`src/rtl/pdir_pkg.sv`:
```
// Shared types and constants for the pulse-distance IR transmitter.
// No dependencies; the top level and pdir_ctrl import this package.
package pdir_pkg;

    localparam int unsigned FRAME_W = 28;

    localparam logic [1:0] ACT_SEND_CMD = 2'd0;
    localparam logic [1:0] ACT_SEND_REG = 2'd1;
    localparam logic [1:0] ACT_ENV_TICK = 2'd2;
    localparam logic [1:0] ACT_MS_TICK  = 2'd3;

    localparam logic [1:0] REG_DEV_ADDR = 2'd0;
    localparam logic [1:0] REG_CMD_BASE = 2'd1;
    localparam logic [1:0] REG_COOLDOWN = 2'd2;

    localparam logic [3:0] DEV_ADDR_RST = 4'd7;
    localparam logic [7:0] CMD_BASE_RST = 8'd0;
    localparam logic [9:0] COOLDOWN_RST = 10'd100;

    localparam logic [2:0] START_BURST_UNITS = 3'd4;
    localparam logic [2:0] START_UNITS       = 3'd6;
    localparam logic [2:0] ZERO_BIT_UNITS    = 3'd3;
    localparam logic [2:0] ONE_BIT_UNITS     = 3'd4;
    localparam logic [4:0] TOP_BIT           = 5'd27;

    typedef enum logic [4:0] {
        MODE_IDLE     = 5'b00001,
        MODE_START    = 5'b00010,
        MODE_DATA     = 5'b00100,
        MODE_STOP     = 5'b01000,
        MODE_COOLDOWN = 5'b10000
    } mode_t;

    // Control from the sequencer to the row of frame bit cells.
    typedef struct packed {
        logic load;
        logic shift;
    } pdir_ctl_t;

endpackage

```
`src/rtl/pulse_distance_ir_transmitter.sv`:
```
// Top level of the pulse-distance IR transmitter: handshake, registers, bit chain.
// Depends on pdir_pkg, pdir_cell and pdir_ctrl.
//
// Use: each input beat carries an action (send command, send register value,
// envelope tick, millisecond tick) with a command byte or register index and a
// 16-bit value. Every input beat yields exactly one output beat with the
// carrier enable, busy flag and whether a send request started a frame.
// The 28-bit frame sits in a row of bit cells; on each data-bit advance every
// cell takes its lower neighbor's bit, so the top cell is the bit on the wire.
// Latency: the result beat is valid the cycle after the input beat is taken.
// Throughput: one beat per cycle; the single output register lets a new
// input beat in whenever it is empty or is being taken in the same cycle.
// When the receiver stalls with a result pending, in_stall rises and the
// pending result holds until taken.
// Reset: sequencer idle with carrier off, no result pending, registers at device address 7,
// command base 0 and cooldown 100 ticks. Write registers over APB while idle.
module pulse_distance_ir_transmitter (
    input  logic        clk,
    input  logic        rst_n,
    input  logic        in_valid,
    output logic        in_stall,
    input  logic [1:0]  action,
    input  logic [7:0]  command_or_index,
    input  logic [15:0] payload_value,
    output logic        out_valid,
    input  logic        out_stall,
    output logic        carrier_enable,
    output logic        busy_res,
    output logic        accepted,
    input  logic        psel,
    input  logic        penable,
    input  logic        pwrite,
    input  logic [3:0]  paddr,
    input  logic [31:0] pwdata,
    output logic [31:0] prdata,
    output logic        pready
);
    import pdir_pkg::*;

    logic [3:0]         dev_addr_reg;
    logic [7:0]         cmd_base_reg;
    logic [9:0]         cooldown_reg;
    logic               cfg_wr;

    logic               fire;
    logic               out_valid_reg, out_valid_next;
    logic               carrier_reg, busy_reg, accepted_reg;
    logic               carrier_nx, busy_nx, accepted_nx;
    logic [7:0]         cmd_byte;
    logic [FRAME_W-1:0] frame;
    logic [FRAME_W-1:0] chain_q;
    pdir_ctl_t          ctl;

    assign pready = 1'b1;
    assign cfg_wr = psel & penable & pwrite & pready;

    always_ff @(posedge clk or negedge rst_n)
    begin
        if (!rst_n)
        begin
            dev_addr_reg <= DEV_ADDR_RST;
            cmd_base_reg <= CMD_BASE_RST;
            cooldown_reg <= COOLDOWN_RST;
        end
        else if (cfg_wr)
        begin
            unique case (paddr[3:2])
                REG_DEV_ADDR: dev_addr_reg <= pwdata[3:0];
                REG_CMD_BASE: cmd_base_reg <= pwdata[7:0];
                REG_COOLDOWN: cooldown_reg <= pwdata[9:0];
                default:
                begin
                end
            endcase
        end
    end

    always_comb
    begin
        unique case (paddr[3:2])
            REG_DEV_ADDR: prdata = {28'd0, dev_addr_reg};
            REG_CMD_BASE: prdata = {24'd0, cmd_base_reg};
            REG_COOLDOWN: prdata = {22'd0, cooldown_reg};
            default:      prdata = 32'd0;
        endcase
    end

    assign in_stall = out_valid_reg & out_stall;
    assign fire     = in_valid & ~in_stall;

    assign cmd_byte = (action == ACT_SEND_REG) ? 8'(command_or_index + cmd_base_reg)
                                               : command_or_index;
    assign frame    = {cmd_byte, payload_value, dev_addr_reg};

    pdir_ctrl u_ctrl (
        .clk             (clk),
        .rst_n           (rst_n),
        .fire            (fire),
        .action          (action),
        .cooldown_ticks  (cooldown_reg),
        .cur_bit         (chain_q[FRAME_W-1]),
        .ctl             (ctl),
        .carrier_next_o  (carrier_nx),
        .busy_next_o     (busy_nx),
        .accepted_next_o (accepted_nx)
    );

    genvar gi;
    generate
        for (gi = 0; gi < FRAME_W; gi++)
        begin : g_cell
            if (gi == 0)
            begin : g_first
                pdir_cell u_cell (
                    .clk      (clk),
                    .load     (ctl.load),
                    .shift    (ctl.shift),
                    .load_bit (frame[gi]),
                    .shift_in (1'b0),
                    .q        (chain_q[gi])
                );
            end
            else
            begin : g_rest
                pdir_cell u_cell (
                    .clk      (clk),
                    .load     (ctl.load),
                    .shift    (ctl.shift),
                    .load_bit (frame[gi]),
                    .shift_in (chain_q[gi-1]),
                    .q        (chain_q[gi])
                );
            end
        end
    endgenerate

    // hold a pending result while the receiver stalls
    assign out_valid_next = fire | (out_valid_reg & out_stall);

    always_ff @(posedge clk or negedge rst_n)
    begin
        if (!rst_n)
        begin
            out_valid_reg <= 1'b0;
        end
        else
        begin
            out_valid_reg <= out_valid_next;
        end
    end

    always_ff @(posedge clk)
    begin
        if (fire)
        begin
            carrier_reg  <= carrier_nx;
            busy_reg     <= busy_nx;
            accepted_reg <= accepted_nx;
        end
    end

    assign out_valid      = out_valid_reg;
    assign carrier_enable = carrier_reg;
    assign busy_res       = busy_reg;
    assign accepted       = accepted_reg;

endmodule

```
`src/rtl/pdir_cell.sv`:
```
// One frame bit cell: loads its own frame bit or takes its lower neighbor's bit.
// Depends on nothing but the clock; the top level chains FRAME_W of these.
module pdir_cell (
    input  logic clk,
    input  logic load,
    input  logic shift,
    input  logic load_bit,
    input  logic shift_in,
    output logic q
);

    logic bit_reg;
    logic bit_next;

    always_comb
    begin
        bit_next = bit_reg;
        if (load)
        begin
            bit_next = load_bit;
        end
        else if (shift)
        begin
            bit_next = shift_in;
        end
    end

    always_ff @(posedge clk)
    begin
        bit_reg <= bit_next;
    end

    assign q = bit_reg;

endmodule

```
`src/rtl/pdir_ctrl.sv`:
```
// Envelope sequencer: mode, unit and bit counters, cooldown counter, carrier.
// Depends on pdir_pkg; reads the top cell of the frame chain as the current bit.
module pdir_ctrl (
    input  logic                clk,
    input  logic                rst_n,
    input  logic                fire,
    input  logic [1:0]          action,
    input  logic [9:0]          cooldown_ticks,
    input  logic                cur_bit,
    output pdir_pkg::pdir_ctl_t ctl,
    output logic                carrier_next_o,
    output logic                busy_next_o,
    output logic                accepted_next_o
);
    import pdir_pkg::*;

    mode_t      mode_reg, mode_next;
    logic [4:0] bit_pos_reg, bit_pos_next;
    logic [2:0] unit_reg, unit_next;
    logic [9:0] cool_reg, cool_next;
    logic       carrier_reg, carrier_next;
    logic [2:0] unit_p1;
    logic [2:0] bit_len;
    logic [9:0] cool_m1;

    assign unit_p1 = unit_reg + 3'd1;
    assign bit_len = cur_bit ? ONE_BIT_UNITS : ZERO_BIT_UNITS;
    assign cool_m1 = (cool_reg != 10'd0) ? (cool_reg - 10'd1) : cool_reg;

    always_comb
    begin
        mode_next       = mode_reg;
        bit_pos_next    = bit_pos_reg;
        unit_next       = unit_reg;
        cool_next       = cool_reg;
        carrier_next    = carrier_reg;
        ctl.load        = 1'b0;
        ctl.shift       = 1'b0;
        accepted_next_o = 1'b0;
        if (fire)
        begin
            unique case (action) inside
                ACT_SEND_CMD, ACT_SEND_REG:
                begin
                    // drop requests while a frame or cooldown is under way
                    if (mode_reg == MODE_IDLE)
                    begin
                        mode_next       = MODE_START;
                        unit_next       = 3'd0;
                        bit_pos_next    = 5'd0;
                        carrier_next    = 1'b1;
                        ctl.load        = 1'b1;
                        accepted_next_o = 1'b1;
                    end
                end
                ACT_ENV_TICK:
                begin
                    unique case (mode_reg)
                        MODE_START:
                        begin
                            if (unit_p1 < START_UNITS)
                            begin
                                unit_next    = unit_p1;
                                carrier_next = (unit_p1 < START_BURST_UNITS);
                            end
                            else
                            begin
                                mode_next    = MODE_DATA;
                                bit_pos_next = TOP_BIT;
                                unit_next    = 3'd0;
                                carrier_next = 1'b1;
                            end
                        end
                        MODE_DATA:
                        begin
                            if (unit_p1 < bit_len)
                            begin
                                unit_next    = unit_p1;
                                carrier_next = 1'b0;
                            end
                            else if (bit_pos_reg == 5'd0)
                            begin
                                mode_next    = MODE_STOP;
                                unit_next    = 3'd0;
                                carrier_next = 1'b1;
                            end
                            else
                            begin
                                // advance to the next lower frame bit
                                bit_pos_next = bit_pos_reg - 5'd1;
                                unit_next    = 3'd0;
                                carrier_next = 1'b1;
                                ctl.shift    = 1'b1;
                            end
                        end
                        MODE_STOP:
                        begin
                            carrier_next = 1'b0;
                            unit_next    = 3'd0;
                            if (cooldown_ticks == 10'd0)
                            begin
                                mode_next = MODE_IDLE;
                                cool_next = 10'd0;
                            end
                            else
                            begin
                                mode_next = MODE_COOLDOWN;
                                cool_next = cooldown_ticks;
                            end
                        end
                        default:
                        begin
                        end
                    endcase
                end
                default:
                begin
                    if (mode_reg == MODE_COOLDOWN)
                    begin
                        cool_next = cool_m1;
                        if (cool_m1 == 10'd0)
                        begin
                            mode_next = MODE_IDLE;
                        end
                    end
                end
            endcase
        end
    end

    always_ff @(posedge clk or negedge rst_n)
    begin
        if (!rst_n)
        begin
            mode_reg    <= MODE_IDLE;
            bit_pos_reg <= 5'd0;
            unit_reg    <= 3'd0;
            cool_reg    <= 10'd0;
            carrier_reg <= 1'b0;
        end
        else
        begin
            mode_reg    <= mode_next;
            bit_pos_reg <= bit_pos_next;
            unit_reg    <= unit_next;
            cool_reg    <= cool_next;
            carrier_reg <= carrier_next;
        end
    end

    assign carrier_next_o = carrier_next;
    assign busy_next_o    = (mode_next != MODE_IDLE);

    a_carrier_in_frame: assert property (@(posedge clk) disable iff (!rst_n)
        carrier_reg |-> (mode_reg == MODE_START || mode_reg == MODE_DATA
                         || mode_reg == MODE_STOP))
        else $error("carrier on outside a frame");

    a_cooldown_nonzero: assert property (@(posedge clk) disable iff (!rst_n)
        (mode_reg == MODE_COOLDOWN) |-> (cool_reg != 10'd0))
        else $error("cooldown mode with empty counter");

    a_load_when_idle: assert property (@(posedge clk) disable iff (!rst_n)
        ctl.load |=> (mode_reg == MODE_START && carrier_reg && unit_reg == 3'd0))
        else $error("frame load did not start the start symbol");

    a_shift_in_data: assert property (@(posedge clk) disable iff (!rst_n)
        ctl.shift |-> (mode_reg == MODE_DATA && bit_pos_reg != 5'd0))
        else $error("frame shift outside data bits");

    a_unit_range: assert property (@(posedge clk) disable iff (!rst_n)
        (mode_reg == MODE_DATA) |-> (unit_reg < ONE_BIT_UNITS))
        else $error("data unit counter out of range");

endmodule
```
`config.mk`:
```
export PLATFORM = sky130hd
export DESIGN_NAME = pulse_distance_ir_transmitter
export DESIGN_NICKNAME = d
export VERILOG_FILES = /design/src/rtl/pdir_pkg.sv /design/src/rtl/pulse_distance_ir_transmitter.sv /design/src/rtl/pdir_cell.sv /design/src/rtl/pdir_ctrl.sv
export SDC_FILE = /design/constraint.sdc
export NUM_CORES = 1
export LEC_CHECK = 0
export BUFFER_PORTS_ARGS = -buffer_cell sky130_fd_sc_hd__buf_2
export CORE_UTILIZATION = 45
export DETAILED_ROUTE_END_ITERATION = 12
export GPL_ROUTABILITY_DRIVEN = 0
export HOLD_SLACK_MARGIN = 0.03
export PLACE_DENSITY_LB_ADDON = 0.25
export RECOVER_POWER = 100
export REMOVE_ABC_BUFFERS = 1
export SKIP_LAST_GASP = 1
export SLEW_MARGIN = 20
export SYNTH_ARGS = -nofsm -noshare
export SYNTH_HDL_FRONTEND = slang
export SYNTH_SLANG_ARGS = --single-unit
```
`constraint.sdc`:
```
create_clock -name clk -period 4.8 [get_ports clk]
set_input_delay 0 -clock clk [delete_from_list [all_inputs] [get_ports clk]]
set_output_delay 0 -clock clk [all_outputs]
set_load 0.01 [all_outputs]
```
Word-level counts from Yosys, hierarchy flattened
Cells that the tools add are included.
{"block": "op_classes", "add_sub_neg": 4, "muxes": 98, "shift": 0, "n_reduce_logical": 16, "mul": 0, "div_mod_pow": 0, "n_eq_ne": 17, "bitwise": 7, "magnitude_cmp": 3}
{"cell": "1-bit two-way mux", "n": 66}
{"cell": "5-bit two-way mux", "n": 12}
{"cell": "10-bit two-way mux", "n": 4}
{"cell": "10-bit one-hot mux with 3 select lines", "n": 1}
{"cell": "5-bit one-hot mux with 2 select lines", "n": 3}
{"cell": "10-bit logical NOT", "n": 2}
{"cell": "10-bit one-hot mux with 2 select lines", "n": 1}
{"cell": "5-bit one-hot mux with 3 select lines", "n": 1}
{"cell": "3-bit two-way mux", "n": 4}
{"cell": "3-bit != test, second input constant", "n": 4}
{"cell": "10-bit nonzero test", "n": 1}
{"cell": "10-bit by 1-bit subtractor with 10-bit output, second input constant", "n": 1}
{"cell": "3-bit one-hot mux with 3 select lines", "n": 1}
{"cell": "8-bit adder", "n": 1}
{"cell": "8-bit two-way mux", "n": 1}
{"cell": "4-bit AND reduction", "n": 2}
{"cell": "7-bit AND reduction", "n": 1}
{"cell": "3-bit less-than comparator, second input constant", "n": 2}
{"cell": "3-bit one-hot mux with 2 select lines", "n": 1}
{"cell": "2-bit AND reduction", "n": 3}
{"cell": "2-bit nonzero test", "n": 3}
{"cell": "5-bit by 1-bit == test with 1-bit output, second input constant", "n": 1}
{"cell": "5-bit by 2-bit == test with 1-bit output, second input constant", "n": 1}
{"cell": "5-bit by 3-bit == test with 1-bit output, second input constant", "n": 1}
{"cell": "20 further kinds", "n": 27}
{"block": "totals", "word_cells": 185, "ramBits": 0, "rom_bits": 0, "output_inout_bits": 38, "ff_bits": 78, "n_memories": 0, "latch_bits": 0}

Logic depth before layout (Yosys ltp)
{"block": "depth", "depth_word": 8, "ltp_mapped": 11}

Hierarchy
A second synthesis with hierarchy kept.
{"block": "unflattened", "cells_unflattened": 485, "area_unflattened_um2": 5109.9}
{"module": "pdir_ctrl", "instances": 1, "area_each_um2": 1929.4, "cells_each": 234}
{"module": "pulse_distance_ir_transmitter", "instances": 1, "area_each_um2": 1744.2, "cells_each": 167}
{"module": "pdir_cell", "instances": 28, "area_each_um2": 51.3, "cells_each": 3}

Worst setup path before layout
OpenSTA, ideal clock, no wires.
{"block": "synth_timing", "kind": "flip-flop to flip-flop", "from": "reg u_ctrl.unit_reg[0]", "to": "reg g_cell[0].g_first.u_cell.bit_reg, enable pin", "setup_slack_ns": 1.252, "synth_period_minus_slack_ns": 3.548, "path_stages_with_launch": 11, "t_arrival_ns": 3.136, "path_buffers": 0, "cell_sequence": "dfrtp_1 > ha_1 > xnor2_1 > inv_1 > ha_1 > nand2_1 > o21ai_0 > nand2_1 > nor2_1 > a21oi_1 > nor2_1"}
{"block": "synth_via", "elab_chain_len": 7}
{"item": "start, declared", "line": "pdir_ctrl.sv:19", "rtl": "logic [2:0] unit_reg, unit_next;"}
{"item": "start signal, assigned", "line": "pdir_ctrl.sv:145", "rtl": "unit_reg <= unit_next;"}
{"item": "3-bit by 1-bit adder with 3-bit output", "line": "pdir_ctrl.sv:26", "rtl": "assign unit_p1 = unit_reg + 3'd1;"}
{"item": "3-bit less-than comparator", "line": "pdir_ctrl.sv:76", "rtl": "if (unit_p1 < bit_len)"}
{"item": "1-bit two-way mux", "line": "pdir_ctrl.sv:76"}
{"item": "1-bit two-way mux", "line": "pdir_ctrl.sv:58", "rtl": "unique case (mode_reg)"}
{"item": "1-bit two-way mux", "line": "pdir_ctrl.sv:42", "rtl": "unique case (action) inside"}
{"item": "2-bit two-way mux", "line": "pdir_ctrl.sv:40", "rtl": "if (fire)"}
{"item": "2-bit nonzero test (no source line)"}
{"item": "end signal, assigned", "line": "pdir_cell.sv:30", "rtl": "bit_reg <= bit_next;"}
{"item": "end, declared", "line": "pdir_cell.sv:12", "rtl": "logic bit_reg;"}
Every way passes these cells.
A chain may end at the register's enable or synchronous reset.

Final worst setup path
{"block": "layout_timing", "from": "reg u_ctrl.unit_reg[0]", "to": "reg u_ctrl.bit_pos_reg[2]"}
{"block": "layout_via", "elab_chain_len": 4}
{"item": "3-bit by 1-bit adder with 3-bit output (*)", "line": "pdir_ctrl.sv:26"}
{"item": "3-bit less-than comparator (on tied branches)", "line": "pdir_ctrl.sv:76, pdir_ctrl.sv:61"}
{"item": "3-bit != test (no source line)"}
{"item": "7-bit AND reduction (no source line) (*)"}
{"item": "end signal, assigned", "line": "pdir_ctrl.sv:144", "rtl": "bit_pos_reg <= bit_pos_next;"}
{"item": "end, declared", "line": "pdir_ctrl.sv:18", "rtl": "logic [4:0] bit_pos_reg, bit_pos_next;"}
Mark *: on every way between the ends. The rest lies on a longest branch, timed or not.

==> out/qor.yml <==
die:
  die_x_um: 102.8
  start_util_pct: 46.56
  ios: 107
  die_h_um: 102.8
  core-area_um2: 9819
  die_area_um2: 10570
  rows: 36
clocking:
  root_buffer: "clkbuf_8"
  cts_resized: 0
  cts_sinks: 78
  clk_path_buf_depth: 2
  clkLatencyLatePin_ns: 0.36
  clk_pin_slew_ns: 0.08
  cts_max_level: 3
  cts_tree: "done"
  cts_buffers: 9
final_layout:
  final_common_cell: "buf_2"
  nets: 622
  layout-drive-gt1-share_pct: 21.32
  n_antenna_cell: 0
  syn_to_final_growth_pct: 18.56
  nFillCells: 922
  mostFrequentLayoutCells: "buf_2 (46), mux2_2 (41), o21ai_0 (40), dfrtp_1 (40), nand2_1 (39)"
  largest_reg_flops: 27
  fin_cells: 677
timing:
  post-route-min-period_ns: 3.369
  max_freq_mhz: 296.9
  hold_violations: 0
  worstMarginPinSlew_ns: 2.607
  rsz0062_at_grt: "no"
  slew_headroom_pct: -73.79
  slew_viol_final: 107
  tns_ns: 0
  final.setup_skew_ns: 0.01124
  finalCritPeriodShare_pct: 70.18
  setup_viol: 0
worst_setup_path:
  cp_max_fo: 10
  arrival_ns: 3.62
  reg2reg_slack_ns: 1.43
  worst-r2r-cell-count: 11
  crit_type: "reg -> reg"
  r2r-end: "u_ctrl.bit_pos_reg[2]"
  r2r_start: "u_ctrl.unit_reg[0]"
  critPathLaunchType: "register"
  required_ns: 5.05
  critPathCaptureType: "register"
min_path:
  hold_end: "g_cell[24].g_rest.u_cell.q"
  min_path_type: "in -> reg"
  whs_path_depth: 3
  min_from: "command_or_index[4]"
status:
  status: "complete, but fails checks"
  violations: "max-capacitance violations, max-slew violations"
route:
  first_pass_iters: 4
  drt-initial-drc-count: 170
  vias_per_cell: 5.318
  wl_per_cell_um: 14.87
  vias: 3600
  wl_mm: 10.07
  antenna_left: 0
  drc: 0
power_and_ir_drop:
  vdd_drop_max_v: 0.0001987
  pwr_density_cell_nw_per_um2: 369.1
  leakage_uw: 0.002266
global_route:
  grt_usage_pct: 20.50
  grt_pass1_vias: 3453
  grt_pass1_wl_mm: 16.51
  overflow: 0
  antenna_found_initial: 0
  grt_max_degree: 48
synthesis:
  ys_warn_count: 0
  synthArstFlopShare_pct: 60.26
  syn_area_um2: 4572
  synth_top_flop_cell: "dfrtp_1"
  ys_seq_area_share_pct: 46.28
  ys_seq_elements: 78
  ys_types: 59
  synth-edff-count: 31
  syn_avg_cell_area_um2: 10.16
  netlist_instances: 450
placed_design:
  dp_cells: 627
  port_buffers: 59
  hpwl_mm: 6.944
job:
  cap_violations: 3
[kinds of logic after synthesis]
family | after synthesis | synth area share, %
other cells | 2 | 0.1643
fa+ha+maj | 14 | 3.996
xor+xnor | 9 | 1.724
flops | 78 | 46.28
simple gates | 136 | 14.97
buf+inv | 58 | 7.115
mux | 48 | 11.66
compound gates | 105 | 14.09
[critical path, stage by stage (launching register included)]
cell and delay, ns:
dfrtp_1 0.41, ha_1 0.25, xnor2_1 0.39, inv_1 0.15, ha_1 0.32, a21oi_1 0.11, o21ai_0 0.23, nand3_1 0.16
a21oi_1 0.07, o21ai_0 0.82, o21ai_0 0.24, o41ai_1 0.11
[final cells by class]
| class | instances | area [um2] | share of cell area [%] |
|---|---|---|---|
| inverters | 17 | 63.81 | 1.177 |
| multi-input cells | 335 | 2203 | 40.65 |
| clock buffers | 10 | 127.6 | 2.355 |
| clock inverters | 6 | 93.84 | 1.731 |
| well taps | 133 | 166.4 | 3.070 |
| flip-flops and latches | 78 | 2116 | 39.04 |
| repair buffers | 98 | 649.4 | 11.98 |
[how the worst max path moves through the flow]
stage | depth (start not counted) | from | slack (ns) | endpoint
final | 11 | u_ctrl.unit_reg[0] | 1.43 | u_ctrl.bit_pos_reg[2]
after global routing | 11 | u_ctrl.unit_reg[0] | 1.03 | u_ctrl.bit_pos_reg[2]
after CTS | 10 | u_ctrl.unit_reg[0] | 1.51 | busy_res
after detailed placement | 10 | u_ctrl.unit_reg[0] | 1.53 | busy_res
after global placement | 10 | u_ctrl.unit_reg[0] | 1.63 | busy_res
after floorplan | 10 | u_ctrl.unit_reg[0] | 1.23 | g_cell[0].g_first.u_cell.q
[synthesized netlist by cell type, types with 2 or more instances]
| cell | n | area share, % |
|---|---|---|
| clkbuf_1 | 13 | 1.1 |
| o21a_1 | 3 | 0.49 |
| o21bai_1 | 3 | 0.49 |
| a31oi_1 | 3 | 0.41 |
| conb_1 | 2 | 0.16 |
| edfxtp_1 | 31 | 20 |
| o41ai_1 | 2 | 0.38 |
| ha_1 | 13 | 3.6 |
| a21oi_1 | 26 | 2.8 |
| or4_1 | 2 | 0.33 |
| a22oi_1 | 4 | 0.66 |
| buf_2 | 2 | 0.22 |
| nand2_1 | 39 | 3.2 |
| a32oi_1 | 2 | 0.38 |
| nand2b_1 | 6 | 0.82 |
| o31ai_1 | 2 | 0.33 |
| nor2_1 | 35 | 2.9 |
| mux2_2 | 42 | 10 |
| nor3b_1 | 6 | 0.99 |
| xnor2_1 | 6 | 1.1 |
| nand3_1 | 5 | 0.55 |
| nor2b_1 | 6 | 0.82 |
| a21oi_2 | 2 | 0.38 |
| dfstp_2 | 7 | 4.0 |
| o211ai_1 | 3 | 0.49 |
| nor3_1 | 12 | 1.3 |
| buf_4 | 24 | 3.9 |
| a21o_1 | 3 | 0.49 |
| xor2_1 | 3 | 0.57 |
| a211oi_1 | 2 | 0.33 |
| buf_6 | 2 | 0.49 |
| mux2i_1 | 6 | 1.3 |
| nand4_1 | 3 | 0.41 |
| o21ai_0 | 38 | 4.2 |
| a22o_1 | 4 | 0.77 |
| inv_1 | 17 | 1.4 |
| dfrtp_1 | 40 | 22 |
| o21ai_1 | 2 | 0.22 |
| and2_1 | 4 | 0.55 |
| nor4_1 | 6 | 0.82 |
[per-layer routing]
layer,share of wire [%],vias to the layer above,wire length [um],global-route usage (%)
met4,1.5,0,150,5.309
met5,0,-,0,0
met1,47,1734,4724,26.49
met3,3.3,14,331,5.085
met2,48,95,4862,34.46
li1,-,1757,-,-
[through the flow]
step                area [um2]  setup slack, ns  total power [uW]  hold WS, ns  utilization [%]
finish                    5420            1.431              2001      0.07624            55.20
global route              5420            1.031              2125      0.05868            55.20
CTS                       5453            1.509              2019      0.05567            55.53
detailed placement        4891            1.532              1436       0.1465            49.81
global placement          4891            1.631              1416       0.1339            49.81
floorplan                 4389            1.229              1275      -0.2956                -
[report_power, final]
| part | internal [uW] | switching (uW) | leakage [uW] |
|---|---|---|---|
| Combinational | 242 | 280 | 0.00130 |
| Sequential | 798 | 127 | 0.000855 |
| Clock | 297 | 258 | 0.000107 |
| Total | 1340 | 664 | 0.00227 |
[repair_timing]
action,CTS,global route
hold buffers,34,0
setup buffers,0,0
hold endpoints to repair,84,0
No activity file was read; power rests on OpenSTA's default activity.
